`src/rtl/gn2d_fade.sv`:
```
`default_nettype none
// ----------------------------------------------------------------------------
// gn2d_fade: quintic fade curve, three register stages
// fade(t) = t^3 * (t*(6t - 15) + 10), each product floored to FRAC_BITS.
// ----------------------------------------------------------------------------
module gn2d_fade #(
	parameter int FRAC_BITS = 16
) (
	input  wire logic                 clk,
	input  wire logic [FRAC_BITS-1:0] t,
	output logic      [FRAC_BITS-1:0] fade
);
	localparam int LW = FRAC_BITS + 6;          // 6t - 15, signed
	localparam int PW = FRAC_BITS + 1 + LW;     // t * (6t - 15)
	localparam int IW = FRAC_BITS + 4;          // inner term, in [1, 10]
	localparam logic signed [LW-1:0] C15 = LW'(15) << FRAC_BITS;
	localparam logic signed [LW-1:0] C10 = LW'(10) << FRAC_BITS;

	logic signed [LW-1:0]        lin;
	logic signed [PW-1:0]        prod_in;
	logic signed [LW-1:0]        inner;
	logic [2*FRAC_BITS-1:0]      sq;
	logic [FRAC_BITS-1:0]        t_s1;
	logic [FRAC_BITS-1:0]        tt_s1;
	logic [IW-1:0]               inner_s1;
	logic [2*FRAC_BITS-1:0]      cube;
	logic [FRAC_BITS-1:0]        t3_s2;
	logic [IW-1:0]               inner_s2;
	logic [2*FRAC_BITS+IW-1:0]   prod_out;
	logic [FRAC_BITS-1:0]        fade_s3;

	// stage 1: t^2 and the inner polynomial
	assign lin     = $signed(LW'({t, 2'b00}) + LW'({t, 1'b0})) - C15;
	assign prod_in = $signed({1'b0, t}) * lin;
	assign inner   = LW'(prod_in >>> FRAC_BITS) + C10;
	assign sq      = t * t;

	always_ff @(posedge clk) begin
		t_s1     <= t;
		tt_s1    <= sq[2*FRAC_BITS-1:FRAC_BITS];
		inner_s1 <= inner[IW-1:0];
	end

	// stage 2: t^3
	assign cube = tt_s1 * t_s1;

	always_ff @(posedge clk) begin
		t3_s2    <= cube[2*FRAC_BITS-1:FRAC_BITS];
		inner_s2 <= inner_s1;
	end

	// stage 3: t^3 * inner, stays below one
	assign prod_out = t3_s2 * inner_s2;

	always_ff @(posedge clk) begin
		fade_s3 <= prod_out[2*FRAC_BITS-1:FRAC_BITS];
	end

	assign fade = fade_s3;

endmodule
`default_nettype wire

```
`config.mk`:
```
export PLATFORM = sky130hd
export DESIGN_NAME = gn2d_fade
export DESIGN_NICKNAME = d
export VERILOG_FILES = /design/src/rtl/gn2d_fade.sv
export SDC_FILE = /design/constraint.sdc
export NUM_CORES = 2
export LEC_CHECK = 0
export BUFFER_PORTS_ARGS = -buffer_cell sky130_fd_sc_hd__buf_2
export CAP_MARGIN = 20
export CELL_PAD_IN_SITES_DETAIL_PLACEMENT = 1
export CELL_PAD_IN_SITES_GLOBAL_PLACEMENT = 2
export CORE_AREA = 2 2 315 317
export CTS_CLUSTER_SIZE = 30
export DETAILED_ROUTE_END_ITERATION = 16
export DIE_AREA = 0 0 317 319
export GPL_TIMING_DRIVEN = 0
export PLACE_DENSITY = 0.85
export SETUP_SLACK_MARGIN = 0.15
export SLEW_MARGIN = 20
export SYNTH_ARGS = -nofsm -noshare
export SYNTH_HDL_FRONTEND = slang
export SYNTH_SLANG_ARGS = --single-unit
```
`constraint.sdc`:
```
create_clock -name clk -period 9.7 [get_ports clk]
set_input_delay 0 -clock clk [delete_from_list [all_inputs] [get_ports clk]]
set_output_delay 0 -clock clk [all_outputs]
set_load 0.05 [all_outputs]
```
**Yosys cells after proc, flatten, opt, wreduce, memory -nomap -nowiden**

Index checks and enable logic that the tools add are counted.

- Output and inout port bits: 16
- Register bits after elaboration: 104
- Logic and storage cells: 13
- Input port bits: 17

- Add/sub/neg operators: 3
- Multiply operators: 4

Operators with widths:

| cell | count |
|---|---|
| 16-bit by 16-bit multiplier with 32-bit output | 2 |
| 17-bit by 21-bit multiplier with 36-bit output | 1 |
| 16-bit by 20-bit multiplier with 32-bit output | 1 |
| 19-bit by 20-bit subtractor with 21-bit output, second input constant | 1 |
| 20-bit adder, second input constant | 1 |
| 18-bit by 17-bit adder with 19-bit output | 1 |

**Depth between registers and ports, before layout**

- Word-level depth: 4
- Gate-level depth with buffers: 43
- Mapped depth without buffers: 41

**Least setup slack after synthesis**

Ideal clock, no wire load.

- Path type: in2reg
- Start point: input t[1]
- End point: register inner_s1[19]
- Path buffers: 2
- Arrival: 9.333 ns
- Cell stages on the path: 42
- Path slack: 0.246 ns
- Cell sequence: clkbuf_1 -> inv_1 -> ha_1 -> inv_1 -> ha_1 -> ha_1 -> a21oi_1 -> o31ai_1 -> a211oi_2 -> o21ai_2 -> a2111oi_2 -> nor3_1 -> a21o_1 -> o41ai_4 -> buf_6 -> mux2i_1 -> fa_1 -> fa_1 -> [... 6 more ...] -> fa_1 -> inv_1 -> ha_1 -> and3_1 -> a221o_1 -> a31o_2 -> a21oi_1 -> a31oi_1 -> a41oi_1 -> nand2b_1 -> a21o_1 -> xor2_1 -> ha_1 -> xnor2_1 -> xnor2_1 -> xnor2_1 -> xnor2_1 -> xnor2_1

- Word-level cells in the longest chain between the ends: 4

RTL lines:

| element | RTL line | source |
|---|---|---|
| start: declaration | 10 | `input wire logic [FRAC_BITS-1:0] t,` |
| 18-bit by 17-bit adder with 19-bit output | 33 | `assign lin = $signed(LW'({t, 2'b00}) + LW'({t, 1'b0})) - C15;` |
| 19-bit by 20-bit subtractor with 21-bit output | 33 |  |
| 17-bit by 21-bit multiplier with 36-bit output (*) | 34 | `assign prod_in = $signed({1'b0, t}) * lin;` |
| 20-bit adder (*) | 35 | `assign inner = LW'(prod_in >>> FRAC_BITS) + C10;` |
| net inner[19] | 21 | `logic signed [LW-1:0] inner;` |
| end signal: assignment | 41 | `inner_s1 <= inner[IW-1:0];` |
| end: declaration | 25 | `logic [IW-1:0] inner_s1;` |

The timed path passes the listed nets; every way through them passes the cells marked *.

**Final worst setup path**

Ends and elaborated chain as after synthesis.

==> metrics.txt <==
run status complete, no violations; Setup WS pre-CTS -2.66 ns; final core utilization 41.6%; number of remaining DRC errors 0; initial antenna violation count 1; DP HPWL 93400 um; Iteration-0 DRC Markers 1424; RR Startpoint t3_s2[1]; final hold violation count 0; Clock Tree Root clkbuf_16; Worst R2R Path Depth 24; Vias 27200; Post-synth EDFFs 0; setup ws final 0.422 ns; TritonRoute pass-1 iters 5; global route overflow 0; R2R setup slack 1.87 ns; synth-to-layout area growth 7.61%; cell family with most CP delay adder cells; Antenna Violating Nets Remaining 0; Clock Latency Late Sink 0.41 ns; Seq/Total Area, Yosys 5.51%; IO Count 33; Distinct cells, synth 65; clk slew on worst S/H paths 0.08 ns; FF+latch count, synth 104; CP Launch Type input pin; CP max FO 10; period utilisation layout 95.6%; post-DR vias/cell 4.95; critical path's slowest cell fa_1; pin count of the biggest net entering global routing 20; htree depth 3; total of max-cap violations 0; Mapped Nets 5458; Synth Cell Area 37800 um2; Core Region 97700 um2; Hold Crit Class flip-flop to flip-flop; Max Slew Vio Count 0; Wirelength per Cell 20.1 um; crit path DAT 9.56 ns; Syn Inst Count 4126; Max Clk Rate 108 MHz; Setup Viol. Count Final 0; Worst Tran Pin Value 0.962 ns; deepest clock path buffer count 2; WL final 110000 um; Slew headroom 35.4%; Placer Congestion 0.887; DIE AREA 101000 um2; Clock Skews 0.0201 ns; Stages on worst setup path 40; IO Port Bufs 32; Min Clock Period, post-route 9.28 ns; Fill cells 11300; syn avg cell area 9.16 um2; Worst setup EP type flip-flop; first-pass GRT wire length 179000 um; ys async rst share 0%; critical path class input pin to flip-flop; commonest non-fill, non-tap cell in the layout inv_1; Total Routing Usage GR 23.1%; row cnt 115; CP max stage delay 0.62 ns; worst endpoint required time 9.98 ns; cell repeated most along the worst path xnor2_1; Critical Path End inner_s1[19]; Die Ht 319 um; commonest cells after routing, fill and taps aside inv_1 (1111), fa_1 (884), nand2_1 (582); Nets 5543; vias in the first global route 31300; CTS tree built; Num CTS Buffers 9; RSZ-0062 raised after global routing false; fin area 40700 um2; reg-to-reg endpoint fade[15]; die width 317 um; placed inst area 39600 um2; predominant post-synthesis flop cell dfxtp_1; share of layout cells above drive strength 1 3.72%; CP bufs+invs 8; synth warn 0; Num Clock Sinks 104; Initial Util 38.7%; Crit. Startpoint t[1]
cell type report:
| cell class | instances | area [um2] | area share [%] |
|---|---|---|---|
| sequential | 104 | 2080 | 5.12 |
| buffer | 149 | 641 | 1.58 |
| clock inverter | 7 | 66.3 | 0.163 |
| multi-input combinational | 2755 | 31300 | 76.9 |
| tap | 1287 | 1610 | 3.96 |
| clock buffer | 9 | 225 | 0.554 |
| inverter | 1118 | 4200 | 10.3 |
| timing repair buffer | 74 | 556 | 1.37 |
| antenna | 1 | 2.50 | 0.00615 |
synthesized netlist by cell type, types with 2 or more instances:
| cell type | n | area (um2) |
|---|---|---|
| inv_1 | 1114 | 4180 |
| fa_1 | 889 | 17800 |
| nand2_1 | 582 | 2180 |
| ha_1 | 426 | 5330 |
| and2_1 | 337 | 2110 |
| clkbuf_1 | 144 | 541 |
| dfxtp_1 | 104 | 2080 |
| nor2_1 | 80 | 300 |
| xnor2_1 | 73 | 639 |
| a21oi_1 | 57 | 285 |
| xor2_1 | 48 | 420 |
| a21o_1 | 30 | 225 |
| nand2b_1 | 29 | 181 |
| o21ai_0 | 24 | 120 |
| nor3_1 | 18 | 90.1 |
| nand3_1 | 17 | 85.1 |
| and3_1 | 14 | 87.6 |
| nand4_1 | 13 | 81.3 |
| nor2b_1 | 10 | 62.6 |
| mux2i_1 | 9 | 90.1 |
| o21a_1 | 8 | 60.1 |
| a211oi_1 | 7 | 52.6 |
| mux2_2 | 7 | 78.8 |
| or2_2 | 7 | 43.8 |
| a31oi_1 | 6 | 37.5 |
| o21bai_1 | 5 | 37.5 |
| o31ai_1 | 5 | 37.5 |
| buf_1 | 4 | 15.0 |
| clkinv_1 | 4 | 15.0 |
| o211ai_1 | 4 | 30.0 |
| a31o_2 | 3 | 26.3 |
| nor3b_1 | 3 | 22.5 |
| a211o_1 | 2 | 17.5 |
| a21boi_0 | 2 | 15.0 |
| a221oi_1 | 2 | 17.5 |
| a22o_1 | 2 | 17.5 |
| a22oi_1 | 2 | 15.0 |
| and4_1 | 2 | 17.5 |
| mux2_4 | 2 | 30.0 |
| nand3b_1 | 2 | 15.0 |
| nor4b_1 | 2 | 17.5 |
| o2111ai_1 | 2 | 17.5 |
| o221ai_1 | 2 | 17.5 |
| or3_1 | 2 | 12.5 |
what timing repair did:
item / 4_1_cts / 5_1_grt
setup endpoints to repair: 20 / 1
hold buffers: 16 / 0
pin swaps: 8 / 33
buffers inserted: 10 / 16
endpoints found under the hold margin: 16 / 0
resized for setup: 43 / 58
routing by layer:
metal	up-vias	GRT usage [%]	share of wire, %
li1	12100	-	-
met1	14300	31.4	44
met2	612	39.1	48
met3	152	2.80	4.8
met4	0	5.49	2.6
met5	-	0	0
kinds of logic after synthesis:
kind of cell | after synthesis | share of synthesized area [%]
AO/OA/AOI/OAI | 179 | 3.20
flip-flops | 104 | 5.51
buffers and inverters | 1267 | 12.6
AND/OR/NAND/NOR | 1121 | 14.1
XOR/XNOR | 122 | 2.85
adder cells (fa/ha/maj) | 1315 | 61.2
multiplexers | 18 | 0.526
registers in the layout, summed over array words and instances (netlist names):
register,count
inner_s1,20
inner_s2,20
fade,16
tt_s1,16
t3_s2,16
t_s1,16
how the worst min path moves through the flow:
| stage | cells after the start | from | to |
|---|---|---|---|
| floorplan | 0 | t[0] | t_s1[0] |
| global placement | 1 | t[13] | t_s1[13] |
| detailed placement | 1 | t[13] | t_s1[13] |
| CTS | 0 | inner_s1[12] | inner_s2[12] |
| global route | 0 | inner_s1[16] | inner_s2[16] |
| finish | 0 | inner_s1[12] | inner_s2[12] |
through the flow:
| step | hold slack, ns | cells | setup TNS, ns |
|---|---|---|---|
| 2_1_floorplan | 0.0277 | 4126 | 0 |
| 3_3_place_gp | 0.260 | 5445 | -24.63 |
| 3_5_place_dp | 0.259 | 5445 | -26.16 |
| 4_1_cts | 0.325 | 5487 | 0 |
| 5_1_grt | 0.337 | 5503 | 0 |
| 6_report | 0.319 | 5504 | 0 |
Power is left out: the tool's default activity adds up to more than one toggle a clock period on the data nets, which glitch-free logic cannot reach.
