`src/rtl/gn2d_pkg.sv`:
```
`default_nettype none
// ----------------------------------------------------------------------------
// gn2d_pkg: shared types and constants for the 2D gradient noise block
// Holds the corner hash constants, the gradient select codes and the
// pipeline depth seen at the top level.
// ----------------------------------------------------------------------------
package gn2d_pkg;

	// corner hash: h = (cx*MX + cy*MY) * MUL, folded by h ^ (h >> 16)
	localparam logic [31:0] HASH_MX  = 32'd1619;
	localparam logic [31:0] HASH_MY  = 32'd31337;
	localparam logic [31:0] HASH_MUL = 32'h045d9f3b;

	// neighbor corners differ by a constant before the multiply, so their
	// hashes differ by that constant times MUL (mod 2^32)
	localparam logic [31:0] HASH_DX  = 32'(64'd1619 * 64'h045d9f3b);
	localparam logic [31:0] HASH_DY  = 32'(64'd31337 * 64'h045d9f3b);
	localparam logic [31:0] HASH_DXY = 32'(64'd32956 * 64'h045d9f3b);

	// register stages between an accepted sample and the edge that takes its result
	localparam int PIPE_DEPTH = 6;

	// axis gradient picked by the low two bits of the folded hash
	typedef enum logic [1:0] {
		GRAD_POS_X = 2'd0,
		GRAD_NEG_X = 2'd1,
		GRAD_POS_Y = 2'd2,
		GRAD_NEG_Y = 2'd3
	} grad_sel_t;

	// low two bits of h ^ (h >> 16)
	function automatic grad_sel_t fold_sel(input logic [31:0] h);
		return grad_sel_t'(h[1:0] ^ h[17:16]);
	endfunction

endpackage
`default_nettype wire

```
`src/rtl/gn2d_corner.sv`:
```
`default_nettype none
// ----------------------------------------------------------------------------
// gn2d_corner: lattice cell, corner hashes and gradient dots
// Three register stages: hash pre-sum, hash multiply, fold and dot.
// ----------------------------------------------------------------------------
module gn2d_corner
	import gn2d_pkg::*;
#(
	parameter int FRAC_BITS    = 16,
	parameter int LATTICE_BITS = 8
) (
	input  wire logic                      clk,
	input  wire logic signed [31:0]        x_coord,
	input  wire logic signed [31:0]        y_coord,
	output logic signed [FRAC_BITS+1:0]    dot00,
	output logic signed [FRAC_BITS+1:0]    dot10,
	output logic signed [FRAC_BITS+1:0]    dot01,
	output logic signed [FRAC_BITS+1:0]    dot11
);
	localparam int DW = FRAC_BITS + 2;
	localparam logic signed [DW-1:0] ONE_D = DW'(1) << FRAC_BITS;

	logic [47:0]             x_ext;
	logic [47:0]             y_ext;
	logic [LATTICE_BITS-1:0] ix;
	logic [LATTICE_BITS-1:0] iy;
	logic [31:0]             base_s1;
	logic [FRAC_BITS-1:0]    fx_s1;
	logic [FRAC_BITS-1:0]    fy_s1;
	logic [31:0]             hash_s2;
	logic [FRAC_BITS-1:0]    fx_s2;
	logic [FRAC_BITS-1:0]    fy_s2;
	logic signed [DW-1:0]    dx0;
	logic signed [DW-1:0]    dx1;
	logic signed [DW-1:0]    dy0;
	logic signed [DW-1:0]    dy1;
	logic signed [DW-1:0]    dot00_s3;
	logic signed [DW-1:0]    dot10_s3;
	logic signed [DW-1:0]    dot01_s3;
	logic signed [DW-1:0]    dot11_s3;

	// axis gradient dotted with the corner offset
	function automatic logic signed [DW-1:0] grad_dot(
		input logic [31:0]          h,
		input logic signed [DW-1:0] dx,
		input logic signed [DW-1:0] dy
	);
		logic signed [DW-1:0] res;
		case (fold_sel(h))
			GRAD_POS_X: res = dx;
			GRAD_NEG_X: res = -dx;
			GRAD_POS_Y: res = dy;
			GRAD_NEG_Y: res = -dy;
			default:    res = dx;
		endcase
		return res;
	endfunction

	// stage 1: floor cell, wrapped; hash pre-sum of the low corner
	assign x_ext = {{16{x_coord[31]}}, x_coord};
	assign y_ext = {{16{y_coord[31]}}, y_coord};
	assign ix    = x_ext[FRAC_BITS +: LATTICE_BITS];
	assign iy    = y_ext[FRAC_BITS +: LATTICE_BITS];

	always_ff @(posedge clk) begin
		base_s1 <= 32'(ix) * HASH_MX + 32'(iy) * HASH_MY;
		fx_s1   <= x_coord[FRAC_BITS-1:0];
		fy_s1   <= y_coord[FRAC_BITS-1:0];
	end

	// stage 2: one wrapping multiply serves all four corners
	always_ff @(posedge clk) begin
		hash_s2 <= base_s1 * HASH_MUL;
		fx_s2   <= fx_s1;
		fy_s2   <= fy_s1;
	end

	// stage 3: corner offsets, fold, gradient dot
	assign dx0 = $signed({2'b00, fx_s2});
	assign dy0 = $signed({2'b00, fy_s2});
	assign dx1 = dx0 - ONE_D;
	assign dy1 = dy0 - ONE_D;

	always_ff @(posedge clk) begin
		dot00_s3 <= grad_dot(hash_s2, dx0, dy0);
		dot10_s3 <= grad_dot(hash_s2 + HASH_DX, dx1, dy0);
		dot01_s3 <= grad_dot(hash_s2 + HASH_DY, dx0, dy1);
		dot11_s3 <= grad_dot(hash_s2 + HASH_DXY, dx1, dy1);
	end

	assign dot00 = dot00_s3;
	assign dot10 = dot10_s3;
	assign dot01 = dot01_s3;
	assign dot11 = dot11_s3;

endmodule
`default_nettype wire

```
`config.mk`:
```
export PLATFORM = sky130hd
export DESIGN_NAME = gn2d_corner
export DESIGN_NICKNAME = d
export VERILOG_FILES = /design/src/rtl/gn2d_pkg.sv /design/src/rtl/gn2d_corner.sv
export SDC_FILE = /design/constraint.sdc
export NUM_CORES = 1
export LEC_CHECK = 0
export ABC_AREA = 1
export BUFFER_PORTS_ARGS = -buffer_cell sky130_fd_sc_hd__buf_2
export CELL_PAD_IN_SITES_DETAIL_PLACEMENT = 0
export CELL_PAD_IN_SITES_GLOBAL_PLACEMENT = 2
export CORE_UTILIZATION = 40
export DETAILED_ROUTE_END_ITERATION = 10
export PLACE_DENSITY_LB_ADDON = 0.1
export SLEW_MARGIN = 25
export SYNTH_ARGS = -nofsm -noshare
export SYNTH_HDL_FRONTEND = slang
export SYNTH_SLANG_ARGS = --single-unit
export TNS_END_PERCENT = 5
```
`constraint.sdc`:
```
create_clock -name clk -period 13.61 [get_ports clk]
set_clock_uncertainty 0.2 [all_clocks]
set_input_delay 1.361 -clock clk [delete_from_list [all_inputs] [get_ports clk]]
set_output_delay 1.361 -clock clk [all_outputs]
set_load 0.02 [all_outputs]
```
### After elaboration in Yosys (flattened, before gate mapping)

Cells that the tools add are included.

| word-level totals | value |
|---|---|
| register bits | 178 |
| bits in latches | 0 |
| bits in writable memories | 0 |
| ROM bits | 0 |
| word-level logic and storage cells | 47 |
| memories | 0 |

| operators by class | value |
|---|---|
| add/subtract/negate cells | 10 |
| multipliers | 3 |
| div/mod/pow operators | 0 |
| order comparisons | 0 |
| eq/ne operators | 12 |
| shift operators | 0 |
| multiplexer cells | 4 |
| bitwise gates (word level) | 4 |
| reduce and logical (&&, ||, !) cells | 4 |

Operators with widths:

| kind | number |
|---|---|
| $pmux W18 S4 | 4 |
| $add A18 B18 Y18 const B | 2 |
| $neg A16 Y18 | 2 |
| $neg A18 Y18 | 2 |
| $sub A16 B17 Y18 const B | 2 |
| $mul A24 B27 Y18 const B | 1 |
| $add A19 B23 Y24 | 1 |
| $mul A8 B15 Y23 const B | 1 |
| $mul A8 B11 Y19 const B | 1 |
| $add A18 B15 Y18 const B | 1 |
| $eq A2 B2 Y1 const B | 8 |
| $eq A2 B1 Y1 const B | 4 |
| $logic_not A2 Y1 | 4 |
| $xor A2 B2 Y2 | 4 |

### Longest topological paths before layout

Gate-level depths: netlist of the first run.

| depth | value |
|---|---|
| depth in word-level cells | 4 |
| depth in mapped cells | 22 |
| mapped depth without buffers | 22 |

### Worst setup path after synthesis of the first run

No wires, ideal clock.

| timing path | value |
|---|---|
| path kind | input -> register |
| start | input y_coord[21] |
| end | register base_s1[17] |
| arrival | 5.398 ns |
| path slack | 7.899 ns |
| stages on the path | 18 |
| path buffers | 0 |
| path through | ha_1 > inv_1 > fa_1 > inv_1 > fa_1 > fa_1 > fa_1 > fa_1 > ha_1 > nand2_1 > nor2_1 > nand3_1 > nand3_1 > nand3_1 > o21ai_0 > inv_1 > nand2_1 > nand2_1 |

| on the way | value |
|---|---|
| longest elaborated chain between the ends | 2 |

Ends and longest elaborated chain:

| what | line | source |
|---|---|---|
| start, declared | gn2d_corner.sv:14 | `input wire logic signed [31:0] y_coord,` |
| $mul A8 B15 Y23 | gn2d_corner.sv:66 | `base_s1 <= 32'(ix) * HASH_MX + 32'(iy) * HASH_MY;` |
| $add A19 B23 Y24 | gn2d_corner.sv:66 |  |
| end signal, assigned | gn2d_corner.sv:66 |  |
| end, declared | gn2d_corner.sv:27 | `logic [31:0] base_s1;` |

Every way passes these cells.

### Worst setup path after layout of the first run

| timing path | value |
|---|---|
| start | input y_coord[22] |
| end | register base_s1[17] |

Same word-level chain as after synthesis.

==> results of run 1 <==
[layout by cell type (no fill, tap or decap), types with 23 or more instances in the layout]
cell     Yosys  routed
nand2_1    246     246
nor2_1      60      60
a21oi_1     32      32
ha_1       167     167
fa_1       117     117
buf_2       11     120
dfxtp_1    172     172
inv_1      301     301
o21ai_0     24      24
xor2_1      49      49
xnor2_1     23      23
nand3_1    147     147
nand4_1     71      71
[cell families after synthesis]
family / synth area share [%]
buf+inv: 10.5
compound gates: 3.92
fa+ha+maj: 34.0
flops: 26.4
xor+xnor: 5.29
simple gates: 20.0
[worst min path at each step]
stage / from / endpoint / slack, ns / depth (start not counted)
floorplan: fx_s1[0] / fx_s2[0] / 0.11 / 0
global placement: fx_s1[6] / fx_s2[6] / 0.11 / 0
detailed placement: fx_s1[14] / fx_s2[14] / 0.11 / 0
CTS: fy_s1[13] / fy_s2[13] / 0.13 / 0
global route: fy_s1[11] / fy_s2[11] / 0.13 / 0
finish: fy_s1[11] / fy_s2[11] / 0.12 / 0
[critical path, cell delays in order]
cell     delay, ns
buf_2         0.16
ha_1          0.32
inv_1         0.06
fa_1          0.50
inv_1         0.06
fa_1          0.51
fa_1          0.54
fa_1          0.52
fa_1          0.49
ha_1          0.38
nand2_1       0.09
nor2_1        0.14
nand3_1       0.09
nand3_1       0.14
nand3_1       0.12
o21ai_0       0.23
inv_1         0.06
nand2_1       0.06
nand2_1       0.05
[registers in the layout, indices dropped and copies added, names as in the netlist, 18 cells and up]
signal / cells
dot01: 18
dot00: 18
hash_s2: 18
dot11: 18
base_s1: 18
dot10: 18
[routing by layer]
layer,vias up,GRT usage [%],routed length [um]
met3,63,3.23,1340
li1,5073,-,-
met2,257,37.4,16700
met1,4809,29.1,16500
met4,0,7.50,874
met5,-,0,0
[per-stage QoR]
| stage | area, um^2 | utilization (%) | hold slack, ns |
|---|---|---|---|
| floorplan | 13100 | - | 0.110 |
| global placement | 14000 | 44.0 | 0.112 |
| detailed placement | 14000 | 44.0 | 0.112 |
| CTS | 14600 | 45.9 | 0.128 |
| global route | 14600 | 45.9 | 0.129 |
| finish | 14600 | 45.9 | 0.122 |
[area by class of cell]
type	count	area (um^2)	area share, %
Sequential cell	172	3440	23.6
Multi-Input combinational cell	1007	8240	56.5
Timing Repair Buffer	122	616	4.22
Inverter	306	1150	7.87
Clock inverter	13	160	1.10
Clock buffer	19	433	2.97
Tap cell	435	544	3.73
==> impl_metrics.csv, run 1 <==
group,metric,value,unit
run_status,outcome,"finished, final reports clean",
flow_run,maxCapViolations,0,
sta,setup_violations,0,
logic_synthesis,synth_nets,1870,
setup_path,startpoint_type,"primary input",
sta,maxSlewViolCount,0,
setup_path,path_max_fanout,6,
clocking,cts_buffers,17,
clocking,cts_buffer_depth,2,
cells_and_area,n_antenna_cell,0,
placement,io_buffers,120,
setup_path,worstSetupEndpointType,"flop",
logic_synthesis,syn_area,0.0131,mm^2
drt,drt-total-wl,35300,um
drt,drt_iter0_drc,601,
setup_path,r2r_start,"base_s1[6]",
drt,wire_per_inst,17.0,um
floorplan,die_x,183,um
placement,gp_congestion,0.865,
cells_and_area,final_layout_size_suffix_gt1_share,11.0,%
logic_synthesis,yosys_warnings,0,
setup_path,worst-r2r-setup-slack,8.34,ns
drt,firstDrtPassIters,5,
logic_synthesis,synth_area_leader_cell,"dfxtp_1",
setup_path,regToRegEndpoint,"hash_s2[17]",
floorplan,ios,137,
logic_synthesis,synth_edf_count,0,
sta,relSlewSlack,28.9,%
drt,ant_nets,0,
clocking,postCtsSetupRepairBufs,0,
sta,hold_viol,0,
logic_synthesis,synthTopCellsByCount,"inv_1, nand2_1, dfxtp_1",
logic_synthesis,synth_area_per_cell,8.58,um^2
logic_synthesis,synth_seq_area_share,26.4,%
hold_path,min_path_type,"flop to flop",
logic_synthesis,syn_inst,1521,
global_route,globalRoute.totalOverflow,0,
sta,worst_pin_slew,1.06,ns
cells_and_area,syn2layout_area_growth,11.8,%
global_route,antenna_found_initial,0,
floorplan,fp-row-count,65,
setup_path,required,13.76,ns
floorplan,die-area,0.0334,mm^2
clocking,cts_resized,0,
clocking,insertion_delay,0.45,ns
sta,fin_crit,5.76,ns
placement,pre_cts_ws,7.37,ns
cells_and_area,nNetsFinal,1975,
setup_path,critPathArrivalTime,5.90,ns
logic_synthesis,synth.top_cell.area_share,26.4,%
logic_synthesis,synth.most_common_cell,"inv_1",
global_route,grt_pass1_vias,10300,
logic_synthesis,synth_flop_cell,"dfxtp_1",
floorplan,start_util,41.0,%
floorplan,core_area,0.0318,mm^2
clocking,clk_pin_slew,0.07,ns
clocking,cts.sinks,172,
clocking,cts_tree,"yes",
clocking,root_buffer,"clkbuf_16",
placement,dp_hpwl,27600,um
setup_path,crit_start,"y_coord[22]",
sta,rsz0062_at_grt,"false",
clocking,h-tree-depth,4,
logic_synthesis,synth-seq-cells,172,
drt,vias,10200,
drt,drc_errors,0,
global_route,grt_pass1_wl,56200,um
logic_synthesis,synth_async_sr_flop_share,0,%
cells_and_area,nFillCells,3229,
placement,dpl.cell_count,2042,
setup_path,reg2reg_depth,18,
floorplan,die_h,183,um
logic_synthesis,synth.area.top_cells,"dfxtp_1, fa_1, ha_1, inv_1, nand2_1",
setup_path,cp-endpoint,"base_s1[17]",
global_route,grt_max_degree,37,
sta,tns,0,ns
clocking,holdBufCountCts,0,
global_route,grt_use_total,22.2,%
cells_and_area,layoutNonFillerInstCount,2074,
setup_path,critPathKind,"primary input to flop",
drt,avgViaCountPerCell,4.92,
sta,fmax,0.174,GHz
sta,finalCritPeriodShare,42.3,%
logic_synthesis,synth_cell_types,46,
sta,worst_slack,7.85,ns
Power of run 1 is not shown: default switching activity piles up to over one toggle a cycle in this logic, so the estimate is an artifact.
==> inputs of run 2 (changes only) <==
--- a/config.mk
+++ b/config.mk
@@ -9,7 +9,7 @@
 export BUFFER_PORTS_ARGS = -buffer_cell sky130_fd_sc_hd__buf_2
 export CELL_PAD_IN_SITES_DETAIL_PLACEMENT = 0
 export CELL_PAD_IN_SITES_GLOBAL_PLACEMENT = 2
-export CORE_UTILIZATION = 40
+export CORE_UTILIZATION = 37
 export DETAILED_ROUTE_END_ITERATION = 10
 export PLACE_DENSITY_LB_ADDON = 0.1
 export SLEW_MARGIN = 25
==> constraint.sdc (replaced) <==
create_clock -name clk -period 5.9 [get_ports clk]
set_clock_uncertainty 0.2 [all_clocks]
set_input_delay 0.59 -clock clk [delete_from_list [all_inputs] [get_ports clk]]
set_output_delay 0.59 -clock clk [all_outputs]
set_load 0.02 [all_outputs]
==> impl_metrics.csv, run 2 (synthesis gave the netlist of run 1 again) <==
group,metric,value,unit
run_status,outcome,"finished, final reports clean",
sta,finalCritPeriodShare,88.4,%
cells_and_area,layout_commonest_cell,"inv_1",
clocking,cts_tree,"yes",
sta,fmax,0.192,GHz
setup_path,cpMostUsedCell,"fa_1",
global_route,grt_pass1_wl,56800,um
placement,gp_congestion,0.838,
cells_and_area,nNetsFinal,1974,
placement,dp_hpwl,28700,um
clocking,cts_resized,0,
sta,rsz0062_at_grt,"false",
drt,drc_errors,0,
floorplan,fp-row-count,68,
clocking,h-tree-depth,4,
sta,hold_viol,0,
setup_path,startpoint_type,"flop",
floorplan,start_util,37.7,%
sta,fin_crit,5.21,ns
global_route,globalRoute.totalOverflow,0,
floorplan,die_x,190,um
hold_path,min_path_type,"primary input to flop",
clocking,postCtsSetupRepairBufs,0,
drt,drt_iter0_drc,506,
setup_path,required,6.10,ns
sta,maxSlewViolCount,0,
drt,avgViaCountPerCell,4.87,
drt,vias,10200,
clocking,clk_pin_slew,0.08,ns
cells_and_area,nFillCells,3573,
flow_run,maxCapViolations,0,
global_route,grt_use_total,20.9,%
floorplan,ios,137,
cells_and_area,finish.utilization,42.1,%
global_route,grt_pass1_vias,10200,
floorplan,core_area,0.0346,mm^2
sta,worst_pin_slew,1.01,ns
setup_path,reg2reg_depth,18,
hold_path,hold_depth,1,
cells_and_area,n_antenna_cell,0,
drt,drt-total-wl,36200,um
floorplan,die-area,0.0360,mm^2
sta,tns,0,ns
cells_and_area,final_layout_size_suffix_gt1_share,11.1,%
setup_path,path_max_fanout,5,
global_route,grt_max_degree,37,
sta,setup_violations,0,
clocking,cts.sinks,172,
placement,io_buffers,120,
cells_and_area,syn2layout_area_growth,11.8,%
clocking,root_buffer,"clkbuf_16",
setup_path,path_cells,"fa_1 -> inv_1 -> fa_1 -> inv_1 -> fa_1 -> inv_1 -> fa_1 -> fa_1 -> fa_1 -> inv_1 -> ha_1 -> nand2_1 -> inv_1 -> a221oi_1 -> nand2_1 -> nor2_1 -> nand3_1 -> nand2_1",
cells_and_area,final_cell_mix,"inv_1, nand2_1, dfxtp_1, ha_1, nand3_1",
sta,whs,0.0355,ns
global_route,antenna_found_initial,0,
setup_path,cpMaxStageDelayCell,"fa_1",
clocking,holdBufCountCts,0,
drt,wire_per_inst,17.3,um
clocking,cts_buffers,17,
setup_path,critPathArrivalTime,5.41,ns
drt,firstDrtPassIters,4,
setup_path,critPathMaxStageDelay,0.59,ns
floorplan,die_h,190,um
setup_path,critPathKind,"flop to flop",
setup_path,worstSetupEndpointType,"flop",
drt,ant_nets,0,
clocking,cts_buffer_depth,2,
sta,relSlewSlack,32.3,%
clocking,insertion_delay,0.45,ns
run 2: worst paths after layout:
| check | start | end | slack, ns |
|---|---|---|---|
| worst max-delay path | base_s1[6] | hash_s2[17] | 0.69 |
| worst min-delay path | y_coord[15] | fy_s1[15] | 0.04 |
| worst max register to register | base_s1[6] | hash_s2[17] | 0.69 |
| worst min register to register | fy_s1[6] | fy_s2[6] | 0.13 |
run 2: worst max-delay path, delay by kind of cell (launching register included):
family,cells,cell delay [ns]
AO/OA/AOI/OAI,1,0.32
adder cells (fa/ha/maj),7,3.49
buffers and inverters,5,0.29
AND/OR/NAND/NOR,5,0.45
flip-flops,1,0.40
run 2: per-layer routing:
metal,track usage [%],part of all wire (%),up-vias
met2,34.2,47,222
li1,-,-,5047
met4,6.70,2.1,0
met1,28.2,47,4875
met5,0,0,-
met3,3.06,4.0,44
run 2: per-stage QoR:
step                      cells  worst slack [ns]  instance area, um^2
after floorplan            1521             0.960                13100
after global placement     2061             0.439                14000
after detailed placement   2061             0.445                14000
after CTS                  2093             0.656                14600
after global routing       2093             0.441                14600
final                      2093             0.686                14600
run 2: layout make-up:
class,instances,area [um^2],share of cell area (%)
clock buffer,18,429,2.94
clock inverter,14,153,1.05
inverter,306,1150,7.87
multi-input combinational,1007,8240,56.5
sequential,172,3440,23.6
tap,455,569,3.90
timing repair buffer,121,608,4.17
Power of run 2 is left out for the same reason.
==> inputs of run 3 (changes only) <==
--- a/config.mk
+++ b/config.mk
@@ -12,6 +12,7 @@
 export CORE_UTILIZATION = 37
 export DETAILED_ROUTE_END_ITERATION = 10
 export PLACE_DENSITY_LB_ADDON = 0.1
+export RECOVER_POWER = 100
 export SLEW_MARGIN = 25
 export SYNTH_ARGS = -nofsm -noshare
 export SYNTH_HDL_FRONTEND = slang
==> impl_metrics.csv, run 3 (synthesis gave the netlist of run 1 again) <==
group,metric,value,unit
run_status,outcome,"complete, but fails checks",
run_status,violations,"max-capacitance violations, max-slew violations",
clocking,cts_buffer_depth,2,
sta,hold_viol,0,
placement,io_buffers,120,
setup_path,r2r_start,"base_s1[6]",
sta,fin_crit,5.22,ns
setup_path,reg2reg_depth,18,
setup_path,critPathMaxStageDelay,0.59,ns
setup_path,startpoint_type,"flop",
setup_path,worst-r2r-setup-slack,0.68,ns
drt,ant_nets,0,
setup_path,required,6.10,ns
setup_path,path_cells,"fa_1 -> inv_1 -> fa_1 -> inv_1 -> fa_1 -> inv_1 -> fa_1 -> fa_1 -> fa_1 -> inv_1 -> ha_1 -> nand2_1 -> inv_1 -> a221oi_1 -> nand2_1 -> nor2_1 -> nand3_1 -> nand2_1",
clocking,postCtsSetupRepairBufs,0,
drt,drt-total-wl,36200,um
floorplan,die_h,190,um
setup_path,cpMostUsedCell,"fa_1",
drt,vias,10200,
floorplan,core_area,0.0346,mm^2
cells_and_area,nNetsFinal,1974,
clocking,h-tree-depth,4,
clocking,insertion_delay,0.45,ns
hold_path,min_to,"fy_s1[15]",
cells_and_area,n_antenna_cell,0,
setup_path,path_max_fanout,5,
drt,firstDrtPassIters,5,
global_route,grt_max_degree,37,
cells_and_area,syn2layout_area_growth,10.4,%
sta,worst_pin_slew,2.02,ns
cells_and_area,layout_commonest_cell,"inv_1",
setup_path,worstSetupEndpointType,"flop",
sta,fmax,0.192,GHz
clocking,cts.sinks,172,
sta,maxSlewViolCount,52,
cells_and_area,final_layout_size_suffix_gt1_share,5.68,%
setup_path,regToRegEndpoint,"hash_s2[17]",
sta,tns,0,ns
setup_path,critPathKind,"flop to flop",
clocking,cts_resized,0,
clocking,holdBufCountCts,0,
hold_path,hp-start,"y_coord[15]",
floorplan,start_util,37.7,%
clocking,cts_buffers,17,
cells_and_area,final_cell_mix,"inv_1, nand2_1, dfxtp_1, ha_1, nand3_1",
global_route,globalRoute.totalOverflow,0,
global_route,grt_pass1_wl,56800,um
hold_path,min_path_type,"primary input to flop",
floorplan,fp-row-count,68,
global_route,grt_use_total,20.9,%
clocking,root_buffer,"clkbuf_16",
placement,gp_congestion,0.838,
drt,drc_errors,0,
floorplan,die-area,0.0360,mm^2
drt,avgViaCountPerCell,4.87,
sta,finalCritPeriodShare,88.4,%
drt,wire_per_inst,17.3,um
clocking,clk_pin_slew,0.08,ns
flow_run,maxCapViolations,4,
floorplan,die_x,190,um
global_route,grt_pass1_vias,10200,
hold_path,hold_depth,1,
placement,dp_hpwl,28700,um
drt,drt_iter0_drc,484,
sta,relSlewSlack,-35.0,%
clocking,cts_tree,"yes",
setup_path,critPathArrivalTime,5.41,ns
setup_path,cpMaxStageDelayCell,"fa_1",
sta,setup_violations,0,
floorplan,ios,137,
global_route,antenna_found_initial,0,
sta,rsz0062_at_grt,"false",
==> run 3: changes by cell type in the layout (fill, tap and decap cells not counted), sizes merged <==
cell,previous run,this run
buf,121,45
clkbuf,18,94
==> run 3: per-layer routing <==
layer | GRT usage (%) | share of wire (%) | vias up
met3 | 3.06 | 4.4 | 42
met5 | 0 | 0 | -
li1 | - | - | 5049
met1 | 28.2 | 47 | 4849
met2 | 34.2 | 47 | 250
met4 | 6.70 | 2.0 | 0
==> run 3: worst max-delay path by stage <==
stage           startpoint           to  slack, ns  cells past startpoint
2_1_floorplan  y_coord[21]  base_s1[17]       0.96                     18
3_3_place_gp   y_coord[22]  base_s1[17]       0.44                     19
3_5_place_dp   y_coord[22]  base_s1[17]       0.45                     19
4_1_cts         base_s1[6]  hash_s2[17]       0.66                     18
5_1_grt        y_coord[16]  base_s1[16]       0.43                     19
6_report        base_s1[6]  hash_s2[17]       0.68                     18
==> run 3: layout make-up <==
class | instances | area, um^2
clock inverters | 14 | 153
well taps | 455 | 569
fillers | 3595 | 20200
clock buffers | 18 | 429
repair buffers | 121 | 513
multi-input cells | 1007 | 8150
flip-flops and latches | 172 | 3440
inverters | 306 | 1150
==> run 3: worst max-delay path, delay by kind of cell (launching register included) <==
family | cells | cell delay [ns]
compound gates | 1 | 0.32
fa+ha+maj | 7 | 3.49
buf+inv | 5 | 0.29
flops | 1 | 0.40
simple gates | 5 | 0.45
==> run 3: per-stage QoR <==
| stage | cells | setup WS [ns] | area (um^2) | util, % | hold slack [ns] |
|---|---|---|---|---|---|
| 3_3_place_gp | 2061 | 0.439 | 14000 | 40.5 | 0.110 |
| 5_1_grt | 2093 | 0.427 | 14400 | 41.6 | 0.0148 |
| 2_1_floorplan | 1521 | 0.960 | 13100 | - | 0.110 |
| 6_report | 2093 | 0.684 | 14400 | 41.6 | 0.0366 |
| 4_1_cts | 2093 | 0.656 | 14600 | 42.1 | 0.0116 |
| 3_5_place_dp | 2061 | 0.445 | 14000 | 40.5 | 0.113 |
Power of run 3 is left out for the same reason.
